### src/sv/wlfc_pkg.sv
package wlfc_pkg;

  // Field widths
  localparam int ELAPSED_W = 10;
  localparam int VOLTS_W   = 10;
  localparam int VACUUM_W  = 10;
  localparam int FUEL_W    = 12;
  localparam int OIL_W     = 12;
  localparam int FLASH_W   = 16;
  localparam int LAMP_N    = 6;

  // Stream widths, fields packed from bit 0 up, padded to whole bytes
  localparam int S_FIELDS_W = ELAPSED_W + VOLTS_W + 1 + 2 * VACUUM_W + 2 * FUEL_W + OIL_W;
  localparam int S_TDATA_W  = ((S_FIELDS_W + 7) / 8) * 8;
  localparam int M_TDATA_W  = ((LAMP_N + 7) / 8) * 8;

  // Input field offsets within s_tdata
  localparam int OFS_ELAPSED   = 0;
  localparam int OFS_VOLTS     = OFS_ELAPSED + ELAPSED_W;
  localparam int OFS_POWER_OK  = OFS_VOLTS + VOLTS_W;
  localparam int OFS_VAC_LEFT  = OFS_POWER_OK + 1;
  localparam int OFS_VAC_RIGHT = OFS_VAC_LEFT + VACUUM_W;
  localparam int OFS_FUEL_LEFT = OFS_VAC_RIGHT + VACUUM_W;
  localparam int OFS_FUEL_RGT  = OFS_FUEL_LEFT + FUEL_W;
  localparam int OFS_OIL       = OFS_FUEL_RGT + FUEL_W;

  // Configuration port
  localparam int CFG_INDEX_W = 3;
  localparam int CFG_DATA_W  = FLASH_W;

  localparam logic [CFG_INDEX_W-1:0] REG_POWER_MIN  = 3'd0;
  localparam logic [CFG_INDEX_W-1:0] REG_VOLTS_LOW  = 3'd1;
  localparam logic [CFG_INDEX_W-1:0] REG_FUEL_LOW   = 3'd2;
  localparam logic [CFG_INDEX_W-1:0] REG_VACUUM_LOW = 3'd3;
  localparam logic [CFG_INDEX_W-1:0] REG_OIL_LOW    = 3'd4;
  localparam logic [CFG_INDEX_W-1:0] REG_FLASH_TIME = 3'd5;

  // Register reset values
  localparam logic [VOLTS_W-1:0]  POWER_MIN_RST  = 10'd80;
  localparam logic [VOLTS_W-1:0]  VOLTS_LOW_RST  = 10'd392;
  localparam logic [FUEL_W-1:0]   FUEL_LOW_RST   = 12'd80;
  localparam logic [VACUUM_W-1:0] VACUUM_LOW_RST = 10'd48;
  localparam logic [OIL_W-1:0]    OIL_LOW_RST    = 12'd320;
  localparam logic [FLASH_W-1:0]  FLASH_TIME_RST = 16'd10240;

  // Output lamp bit positions within m_tdata
  localparam int LAMP_VOLTS      = 0;
  localparam int LAMP_VAC_LEFT   = 1;
  localparam int LAMP_VAC_RIGHT  = 2;
  localparam int LAMP_FUEL_LEFT  = 3;
  localparam int LAMP_FUEL_RIGHT = 4;
  localparam int LAMP_OIL        = 5;

  // Parameter defaults
  localparam int TIME_FRAC_BITS_DEF = 10;
  localparam int TIMER_WIDTH_DEF    = 16;

endpackage

### src/sv/warning_lamp_flash_controller.sv
// Warning lamp flash controller.
// Slave stream (s_tvalid/s_tready/s_tdata): one request per tick carrying the
// elapsed time and the sensor readings. Master stream (m_tvalid/m_tready/
// m_tdata): one result per request with the six lamp states, in order.
// Config port (cfg_we/cfg_index/cfg_data): write thresholds and flash time
// while idle; indexes beyond the last register are ignored.
// A request lands in an input register; the lamp logic and timer update run
// as it moves on to the output register, where the result is held. A result
// passes through the input and output registers to m_tvalid, and m_tready low
// can hold it in the input register. Throughput is one request per cycle
// while m_tready stays high, set by the single pass of adds and compares
// between the two registers. Timers and phase update as each request moves
// to the output. Reset clears both registers' valid flags, the phase and
// alarm timers, and loads the default thresholds and flash time. When
// m_tready is low the result holds; one more request is taken into the input
// register, then s_tready drops until the output register is free.
module warning_lamp_flash_controller #(
  parameter int TIME_FRAC_BITS = wlfc_pkg::TIME_FRAC_BITS_DEF,
  parameter int TIMER_WIDTH    = wlfc_pkg::TIMER_WIDTH_DEF
) (
  input  logic                              clk,
  input  logic                              rst,
  input  logic                              s_tvalid,
  output logic                              s_tready,
  // elapsed, bus_voltage, power_ok, vacuum_left, vacuum_right, fuel_left,
  // fuel_right, oil_pressure, zero pad
  input  logic [wlfc_pkg::S_TDATA_W-1:0]    s_tdata,
  output logic                              m_tvalid,
  input  logic                              m_tready,
  // lamp_volts, lamp_vacuum_left, lamp_vacuum_right, lamp_fuel_left,
  // lamp_fuel_right, lamp_oil, zero pad
  output logic [wlfc_pkg::M_TDATA_W-1:0]    m_tdata,
  input  logic                              cfg_we,
  input  logic [wlfc_pkg::CFG_INDEX_W-1:0]  cfg_index,
  input  logic [wlfc_pkg::CFG_DATA_W-1:0]   cfg_data
);
  import wlfc_pkg::*;

  localparam int PH_ADD_W = (TIME_FRAC_BITS > ELAPSED_W) ? TIME_FRAC_BITS : ELAPSED_W;
  localparam int SUM_W    = ((TIMER_WIDTH > ELAPSED_W) ? TIMER_WIDTH : ELAPSED_W) + 1;
  localparam int CMP_W    = (TIMER_WIDTH > FLASH_W) ? TIMER_WIDTH : FLASH_W;
  localparam logic [TIME_FRAC_BITS-1:0] PHASE_HALF =
    TIME_FRAC_BITS'(1) << (TIME_FRAC_BITS - 1);
  localparam logic [SUM_W-1:0] TIMER_TOP = SUM_W'({TIMER_WIDTH{1'b1}});

  // Configuration registers
  logic [VOLTS_W-1:0]  power_min;
  logic [VOLTS_W-1:0]  volts_low;
  logic [FUEL_W-1:0]   fuel_low;
  logic [VACUUM_W-1:0] vacuum_low;
  logic [OIL_W-1:0]    oil_low;
  logic [FLASH_W-1:0]  flash_time;

  // Input register
  logic                 in_valid;
  logic [ELAPSED_W-1:0] in_elapsed;
  logic [VOLTS_W-1:0]   in_volts;
  logic                 in_power_ok;
  logic [VACUUM_W-1:0]  in_vac_left;
  logic [VACUUM_W-1:0]  in_vac_right;
  logic [FUEL_W-1:0]    in_fuel_left;
  logic [FUEL_W-1:0]    in_fuel_right;
  logic [OIL_W-1:0]     in_oil;

  // State
  logic [TIME_FRAC_BITS-1:0] phase;
  logic [TIMER_WIDTH-1:0]    volts_time;
  logic [TIMER_WIDTH-1:0]    fuel_time;
  logic [TIMER_WIDTH-1:0]    vacuum_time;
  logic [TIMER_WIDTH-1:0]    oil_time;

  // Output register
  logic              out_valid;
  logic [LAMP_N-1:0] lamps;

  logic                      advance;
  logic [PH_ADD_W-1:0]       phase_sum;
  logic [TIME_FRAC_BITS-1:0] phase_next;
  logic [TIMER_WIDTH-1:0]    volts_time_adv, fuel_time_adv, vacuum_time_adv, oil_time_adv;
  logic [TIMER_WIDTH-1:0]    volts_time_next, fuel_time_next;
  logic [TIMER_WIDTH-1:0]    vacuum_time_next, oil_time_next;
  logic                      power_off, blink;
  logic                      a_volts, a_vl, a_vr, a_fl, a_fr, a_oil;
  logic [LAMP_N-1:0]         lamps_next;

  function automatic logic [TIMER_WIDTH-1:0] sat_add(input logic [TIMER_WIDTH-1:0] t,
                                                     input logic [ELAPSED_W-1:0] d);
    logic [SUM_W-1:0] s;
    s = SUM_W'(t) + SUM_W'(d);
    return (s > TIMER_TOP) ? {TIMER_WIDTH{1'b1}} : TIMER_WIDTH'(s);
  endfunction

  function automatic logic lamp_on(input logic alarm, input logic [TIMER_WIDTH-1:0] t,
                                   input logic [FLASH_W-1:0] ft, input logic lit);
    return alarm && ((CMP_W'(t) >= CMP_W'(ft)) || lit);
  endfunction

  assign advance  = in_valid && (!out_valid || m_tready);
  assign s_tready = !in_valid || advance;
  assign m_tvalid = out_valid;
  assign m_tdata  = M_TDATA_W'(lamps);

  always_comb begin
    phase_sum  = PH_ADD_W'(phase) + PH_ADD_W'(in_elapsed);
    phase_next = phase_sum[TIME_FRAC_BITS-1:0];
    blink      = phase_next <= PHASE_HALF;

    volts_time_adv  = sat_add(volts_time, in_elapsed);
    fuel_time_adv   = sat_add(fuel_time, in_elapsed);
    vacuum_time_adv = sat_add(vacuum_time, in_elapsed);
    oil_time_adv    = sat_add(oil_time, in_elapsed);

    power_off = (in_volts < power_min) || !in_power_ok;
    a_volts   = in_volts < volts_low;
    a_vl      = in_vac_left < vacuum_low;
    a_vr      = in_vac_right < vacuum_low;
    a_fl      = in_fuel_left < fuel_low;
    a_fr      = in_fuel_right < fuel_low;
    a_oil     = in_oil < oil_low;

    lamps_next = '0;
    volts_time_next  = volts_time_adv;
    fuel_time_next   = fuel_time_adv;
    vacuum_time_next = vacuum_time_adv;
    oil_time_next    = oil_time_adv;
    if (!power_off) begin
      lamps_next[LAMP_VOLTS]      = lamp_on(a_volts, volts_time_adv, flash_time, blink);
      lamps_next[LAMP_VAC_LEFT]   = lamp_on(a_vl, vacuum_time_adv, flash_time, blink);
      lamps_next[LAMP_VAC_RIGHT]  = lamp_on(a_vr, vacuum_time_adv, flash_time, blink);
      lamps_next[LAMP_FUEL_LEFT]  = lamp_on(a_fl, fuel_time_adv, flash_time, blink);
      lamps_next[LAMP_FUEL_RIGHT] = lamp_on(a_fr, fuel_time_adv, flash_time, blink);
      lamps_next[LAMP_OIL]        = lamp_on(a_oil, oil_time_adv, flash_time, blink);
      // clear a group's timer once none of its readings alarm
      if (!a_volts)      volts_time_next  = '0;
      if (!a_fl && !a_fr) fuel_time_next   = '0;
      if (!a_vl && !a_vr) vacuum_time_next = '0;
      if (!a_oil)        oil_time_next    = '0;
    end
  end

  always_ff @(posedge clk) begin
    if (rst) begin
      power_min  <= POWER_MIN_RST;
      volts_low  <= VOLTS_LOW_RST;
      fuel_low   <= FUEL_LOW_RST;
      vacuum_low <= VACUUM_LOW_RST;
      oil_low    <= OIL_LOW_RST;
      flash_time <= FLASH_TIME_RST;
    end else if (cfg_we) begin
      unique case (cfg_index)
        REG_POWER_MIN:  power_min  <= cfg_data[VOLTS_W-1:0];
        REG_VOLTS_LOW:  volts_low  <= cfg_data[VOLTS_W-1:0];
        REG_FUEL_LOW:   fuel_low   <= cfg_data[FUEL_W-1:0];
        REG_VACUUM_LOW: vacuum_low <= cfg_data[VACUUM_W-1:0];
        REG_OIL_LOW:    oil_low    <= cfg_data[OIL_W-1:0];
        REG_FLASH_TIME: flash_time <= cfg_data[FLASH_W-1:0];
        default: ;
      endcase
    end
  end

  always_ff @(posedge clk) begin
    if (rst) begin
      in_valid <= 1'b0;
    end else if (s_tready) begin
      in_valid <= s_tvalid;
    end
  end

  always_ff @(posedge clk) begin
    if (s_tvalid && s_tready) begin
      in_elapsed    <= s_tdata[OFS_ELAPSED +: ELAPSED_W];
      in_volts      <= s_tdata[OFS_VOLTS +: VOLTS_W];
      in_power_ok   <= s_tdata[OFS_POWER_OK];
      in_vac_left   <= s_tdata[OFS_VAC_LEFT +: VACUUM_W];
      in_vac_right  <= s_tdata[OFS_VAC_RIGHT +: VACUUM_W];
      in_fuel_left  <= s_tdata[OFS_FUEL_LEFT +: FUEL_W];
      in_fuel_right <= s_tdata[OFS_FUEL_RGT +: FUEL_W];
      in_oil        <= s_tdata[OFS_OIL +: OIL_W];
    end
  end

  always_ff @(posedge clk) begin
    if (rst) begin
      out_valid   <= 1'b0;
      phase       <= '0;
      volts_time  <= '0;
      fuel_time   <= '0;
      vacuum_time <= '0;
      oil_time    <= '0;
    end else begin
      if (advance) begin
        out_valid   <= 1'b1;
        phase       <= phase_next;
        volts_time  <= volts_time_next;
        fuel_time   <= fuel_time_next;
        vacuum_time <= vacuum_time_next;
        oil_time    <= oil_time_next;
      end else if (m_tready) begin
        out_valid <= 1'b0;
      end
    end
  end

  always_ff @(posedge clk) begin
    if (advance) begin
      lamps <= lamps_next;
    end
  end

`ifndef SYNTHESIS
  a_dark_when_unpowered: assert property (@(posedge clk) disable iff (rst)
    advance && power_off |=> lamps == '0)
    else $error("lamps lit while bus unpowered");

  a_volts_timer_cleared: assert property (@(posedge clk) disable iff (rst)
    advance && !power_off && !a_volts |=> volts_time == '0)
    else $error("volts timer not cleared after alarm dropped");

  a_steady_after_flash: assert property (@(posedge clk) disable iff (rst)
    advance && !power_off && a_oil && (CMP_W'(oil_time_adv) >= CMP_W'(flash_time))
    |=> lamps[LAMP_OIL])
    else $error("oil lamp not steady after flash time");

  a_stall_holds_state: assert property (@(posedge clk) disable iff (rst)
    !advance |=> $stable(phase) && $stable(fuel_time) && $stable(vacuum_time))
    else $error("state changed without an item moving to the output");

  a_ready_when_empty: assert property (@(posedge clk) disable iff (rst)
    !out_valid |-> s_tready)
    else $error("input stalled with output register empty");
`endif

endmodule
### config.mk
export PLATFORM = sky130hd
export DESIGN_NAME = warning_lamp_flash_controller
export DESIGN_NICKNAME = d
export VERILOG_FILES = /design/src/sv/wlfc_pkg.sv /design/src/sv/warning_lamp_flash_controller.sv
export SDC_FILE = /design/constraint.sdc
export NUM_CORES = 1
export LEC_CHECK = 0
export BUFFER_PORTS_ARGS = -buffer_cell sky130_fd_sc_hd__buf_4
export CORE_AREA = 2 2 188 190
export CTS_CLUSTER_DIAMETER = 200
export DETAILED_ROUTE_END_ITERATION = 8
export DIE_AREA = 0 0 190 192
export GPL_TIMING_DRIVEN = 0
export PLACE_DENSITY_LB_ADDON = 0.05
export SYNTH_ARGS = -nofsm -noshare
export SYNTH_HDL_FRONTEND = slang
export SYNTH_SLANG_ARGS = --single-unit
### constraint.sdc
create_clock -name clk -period 3.9 [get_ports clk]
set_input_delay 0.585 -clock clk [delete_from_list [all_inputs] [get_ports clk]]
set_output_delay 0.585 -clock clk [all_outputs]
set_load 0.01 [all_outputs]
---- Word-level counts from Yosys, hierarchy flattened ----
Cells that the tools add are included.
storage, ports and cells
  bits in registers ....................... 229
cells by class
  add/sub/neg operators ................... 5
  $lt $le $gt $ge ......................... 16
  equality and inequality tests ........... 5
  multiplexer cells ....................... 14
  reductions and logical operators ........ 32
operators with widths
  kind                  count
  $mux 16               12
  $add 16x10->17        4
  $gt 17x16->1 const B  4
  $ge 16x16->1          4
  $lt 10x10->1          4
  $lt 12x12->1          3
  $reduce_and 2->1      6
  $add 10x10->10        1
  $le 10x10->1 const B  1
  $logic_and 1x1->1     10
  $logic_not 1->1       7
  $logic_or 1x1->1      7
  $eq 3x2->1 const B    2
  $eq 3x3->1 const B    2
  $eq 3x1->1 const B    1
  $logic_not 3->1       1
  $mux 1                2
  $reduce_bool 2->1     1

---- Depth between registers and ports, before layout ----
  word-level depth ........................ 6
  depth in mapped cells ................... 19

---- Worst setup path before layout ----
No wires, ideal clock.
  kind .................................... reg-to-reg
  from .................................... register in_elapsed[1]
  to ...................................... register lamps[1], data pin
  arrival time ............................ 3.610 ns
  slack ................................... 0.029 ns
  cell stages (with the launch flop) ...... 19
  period minus slack after synthesis ...... 3.871 ns
  cell sequence ........................... edfxtp_1 inv_1 fa_1 nor2b_1 o2111ai_1 nand3_1 a21boi_2 or3b_2 buf_2 buf_2 nand2_1 ha_1 a21o_1 a21o_1 a21oi_1 o21ai_0 a21o_1 o21ai_0 nor2b_1
on the way
  cells in the longest elaborated chain, start to end .. 6
ends and longest elaborated chain
  element                 RTL line                              RTL
  start, declared         warning_lamp_flash_controller.sv:56   logic [ELAPSED_W-1:0] in_elapsed;
  start signal, assigned  warning_lamp_flash_controller.sv:172  in_elapsed <= s_tdata[OFS_ELAPSED +: ELAPSED_W];
  $add 16x10->17          warning_lamp_flash_controller.sv:89   s = SUM_W'(t) + SUM_W'(d);
  $gt 17x16->1            warning_lamp_flash_controller.sv:90   return (s > TIMER_TOP) ? {TIMER_WIDTH{1'b1}} : TIMER_WIDTH'(s);
  $mux 16                 warning_lamp_flash_controller.sv:90
  $ge 16x16->1            warning_lamp_flash_controller.sv:95   return alarm && ((CMP_W'(t) >= CMP_W'(ft)) || lit);
  $logic_or 1x1->1 *      warning_lamp_flash_controller.sv:95
  $logic_and 1x1->1 *     warning_lamp_flash_controller.sv:95
  end signal, assigned    warning_lamp_flash_controller.sv:207  lamps <= lamps_next;
  end, declared           warning_lamp_flash_controller.sv:74   logic [LAMP_N-1:0] lamps;
Every way passes the cells marked *; elsewhere a longest branch is shown, timed or not.
A chain may end at the register's enable or synchronous reset.

---- Final worst setup path ----
  from .................................... register in_elapsed[1]
  to ...................................... register lamps[0], data pin
The elaborated chain is that of the path after synthesis.

==> results.txt <==
----------------------------------------------------
[Layout]
  P&R area growth vs syn ... 25.8%
  Layout cells sized above 1 ... 18.9%
  Sequential cell area ... 5420 µm²
  Multi-input logic area ... 8210 µm²
  Fill cell count ... 3,297
  Number of nets in the finished design ... 1,962

[Floorplan]
  Core Rows ... 68
  Initial Utilization ... 39.8%
  Core outline area ... 34,300 µm²
  Height of the die ... 192 µm
  DIE AREA ... 36,500 µm²
  Width of the die ... 190 µm
  Number of I/O pins ... 114

[Timing]
  Final number of setup-violating endpoints ... 3
  Final slew viol count ... 0
  Clock tree skew after final layout ... 0.00873 ns
  RSZ-0062 raised after global routing ... true
  Final period demand of the worst path ... 3.94 ns
  Post-Route Hold Slack ... 0.179 ns
  Worst slew slack as a fraction of its limit ... 20.7%
  Highest attainable clock frequency ... 254 MHz
  Actual transition at the worst max-transition pin ... 1.19 ns
  Final worst slack ... -0.0383 ns
  Fin. Hold Viols ... 0
  Post-route clock period utilization ... 101%

[Global route]
  Maximum number of pins on one net before global-route repair ... 69
  Total global routing track utilization ... 22.3%
  Residual overflow from global routing ... 0
  Initial antenna violation count ... 0
  Number of global-route vias before repair ... 11,400
  Wire length of the first global-routing pass ... 62,500 µm

[Synthesis]
  Library cell with the largest summed area after synthesis ... dfxtp_1
  Primary FF master, synth ... dfxtp_1
  Flops & latches, synth ... 229
  Top post-synthesis cells by area ... dfxtp_1 21%, edfxtp_1 18%, ha_1 17%
  Synth Warn # ... 0
  Per-instance average area after synthesis ... 9.28 µm²
  Netlist area before placement ... 13,700 µm²
  Most common library cells after synthesis ... 215 x nand2_1, 182 x ha_1, 146 x dfxtp_1
  Share of the yosys chip area belonging to registers ... 39.7%
  Cell with the most instances after synthesis ... nand2_1
  Number of distinct library cell variants in the gate-level netlist after synthesis ... 77
  Share of synthesized registers carrying an async set or reset ... 0%
  Top-area cell type share of the netlist area ... 21.4%
  EDFF count, synth ... 83
  Post-synthesis instance total ... 1,472

[Clocking]
  Root Buffer ... clkbuf_16
  Num CTS Buffers ... 29
  Skew-Pair Late Insertion Delay ... 0.58 ns
  CTS tree ... yes
  CTS Buffer Depth ... 3
  Level count of the clock H-tree ... 1
  TritonCTS sink count ... 229
  Clk slew on worst S/H paths ... 0.06 ns
  CTS hold repair buffers ... 0

[Route]
  Average wire per standard cell ... 18.9 µm
  Drt initial violations ... 626
  Post-detailed-route count of antenna-violating nets ... 0
  Post-detailed-route DRC marker count ... 0
  Total length of routed wires ... 40,700 µm
  Per-cell via count in the routed design ... 5.39
  Initial DRT Pass Iterations ... 5
  Number of vias after detailed routing ... 11,600

[Worst setup path]
  Critical path endpoint category ... register
  Reg-to-reg slack, setup ... -0.04 ns
  Crit path max fanout ... 3
  List of cells traversed by the critical path ... buf_12, clkinvlp_4, buf_6, fa_2, nor2b_4, o31ai_4, a21oi_2, a311oi_2, nor2_2, nor2_2, ha_1, nand2b_1, a21o_1, a21oi_2, nor2b_1, o211ai_1, a21oi_4, o311a_1
  Endpoint arrival time on the critical path ... 4.26 ns
  Critical setup path kind ... reg -> reg
  Crit-path max cell delay ... 0.41 ns
  Critical Path Source Type ... register
  Required time reported for the critical path endpoint ... 4.22 ns
  Cell type of the slowest stage on the worst timing path ... edfxtp_1

[Job]
  Max-Cap Viols ... 0

[Placed design]
  Port Buffers ... 107
  DPL Wire Length ... 29,200 µm
  Routability cong. ... 0.874

[Outcome]
  Run status ... finished with violations
  Violations in the final reports ... negative setup slack

[Power and ir drop]
  Total power after layout ... 6.85 mW
  P per Cell Area ... 399 nW/µm²
  Cell leakage power ... 7.05 nW
  Peak supply drop ... 346 µV

[Min path]
  Path type of the worst min-delay path ... in -> reg

----------------------------------------------------
per-stage QoR:
| step | std cells | instance area, µm² | TNS (ns) | setup WS, ns | util, % |
|---|---|---|---|---|---|
| after CTS | 2123 | 16700 | -0.405 | -0.0900 | 48.6 |
| after detailed placement | 2036 | 15100 | -5.60 | -1.10 | 43.9 |
| after global placement | 2035 | 15000 | -9.84 | -1.12 | 43.8 |
| after floorplan | 1473 | 13700 | 0 | 0.0287 | - |
| after global routing | 2149 | 17200 | -0.940 | -0.208 | 50.1 |
| final | 2150 | 17200 | -0.0532 | -0.0383 | 50.1 |
cells in the final DEF, fill, tap and decap left out, types with 20 or more instances in the layout:
cell type / n
a21o_1: 46
a21oi_1: 109
buf_4: 156
clkbuf_1: 40
clkbuf_16: 33
dfxtp_1: 146
edfxtp_1: 83
ha_1: 170
inv_1: 88
nand2_1: 206
nand2b_1: 21
nand3_1: 26
nand4_1: 21
nor2_1: 71
nor3_1: 20
o211ai_1: 20
o21ai_0: 45
critical path: cells and delay by family, from the launching register on:
family,cells,cell delay (ns)
adder cells (fa/ha/maj),2,0.67
AO/OA/AOI/OAI,8,1.47
buffers and inverters,3,0.44
AND/OR/NAND/NOR,5,0.69
flip-flops,1,0.41
logic make-up after synthesis:
group / after synthesis / synth area share (%)
xor+xnor: 31 / 1.99
simple gates: 470 / 16.2
fa+ha+maj: 187 / 17.4
buf+inv: 140 / 3.97
compound gates: 407 / 20.2
flops: 229 / 39.7
mux: 7 / 0.550
other cells: 1 / 0.0275
timing repair:
action,4_1_cts,5_1_grt
pin swaps,31,52
setup endpoints to repair,6,6
gates resized for setup,74,58
setup buffers,35,25
cloned,0,2
cell type report:
class                           count  area share [%]
Clock buffer                       39            4.99
Sequential cell                   229            31.5
Inverter                           92            2.03
Buffer                             47            1.30
Multi-Input combinational cell   1105            47.8
Tap cell                          455            3.31
Clock inverter                     15            1.14
Antenna cell                        1          0.0146
Timing Repair Buffer              167            7.88
registers in the layout, summed over array words and instances, names as in the netlist, 6 cells and up:
register	count
vacuum_low	10
vacuum_time	16
in_fuel_right	12
in_oil	12
fuel_low	12
oil_low	12
in_volts	10
phase	10
fuel_time	16
in_vac_right	10
in_vac_left	10
in_fuel_left	12
flash_time	16
power_min	10
lamps	6
oil_time	16
volts_low	10
in_elapsed	10
volts_time	16
where the power goes:
| group | leakage (nW) | switching [mW] | internal (mW) |
|---|---|---|---|
| Combinational | 4.53 | 0.708 | 0.552 |
| Clock | 0.520 | 1.13 | 1.81 |
| Sequential | 1.99 | 0.0585 | 2.59 |
| Total | 7.05 | 1.90 | 4.95 |
worst paths after layout:
path,startpoint,end,cells after the start
hold reg to reg,flash_time[3],flash_time[3],2
setup reg to reg,in_elapsed[1],lamps[0],18
hold / removal,s_tdata[20],in_power_ok,1
setup / recovery,in_elapsed[1],lamps[0],18
per-layer routing:
metal	vias to the layer above	part of all wire, %	wire (µm)	global-route usage (%)
li1	5801	-	-	-
met1	5425	44	17800	28.0
met2	289	47	19000	38.3
met3	69	5.8	2370	4.53
met4	0	3.6	1470	7.54
met5	-	0	0	0
Note: power is estimated with default switching activity, not from simulation.
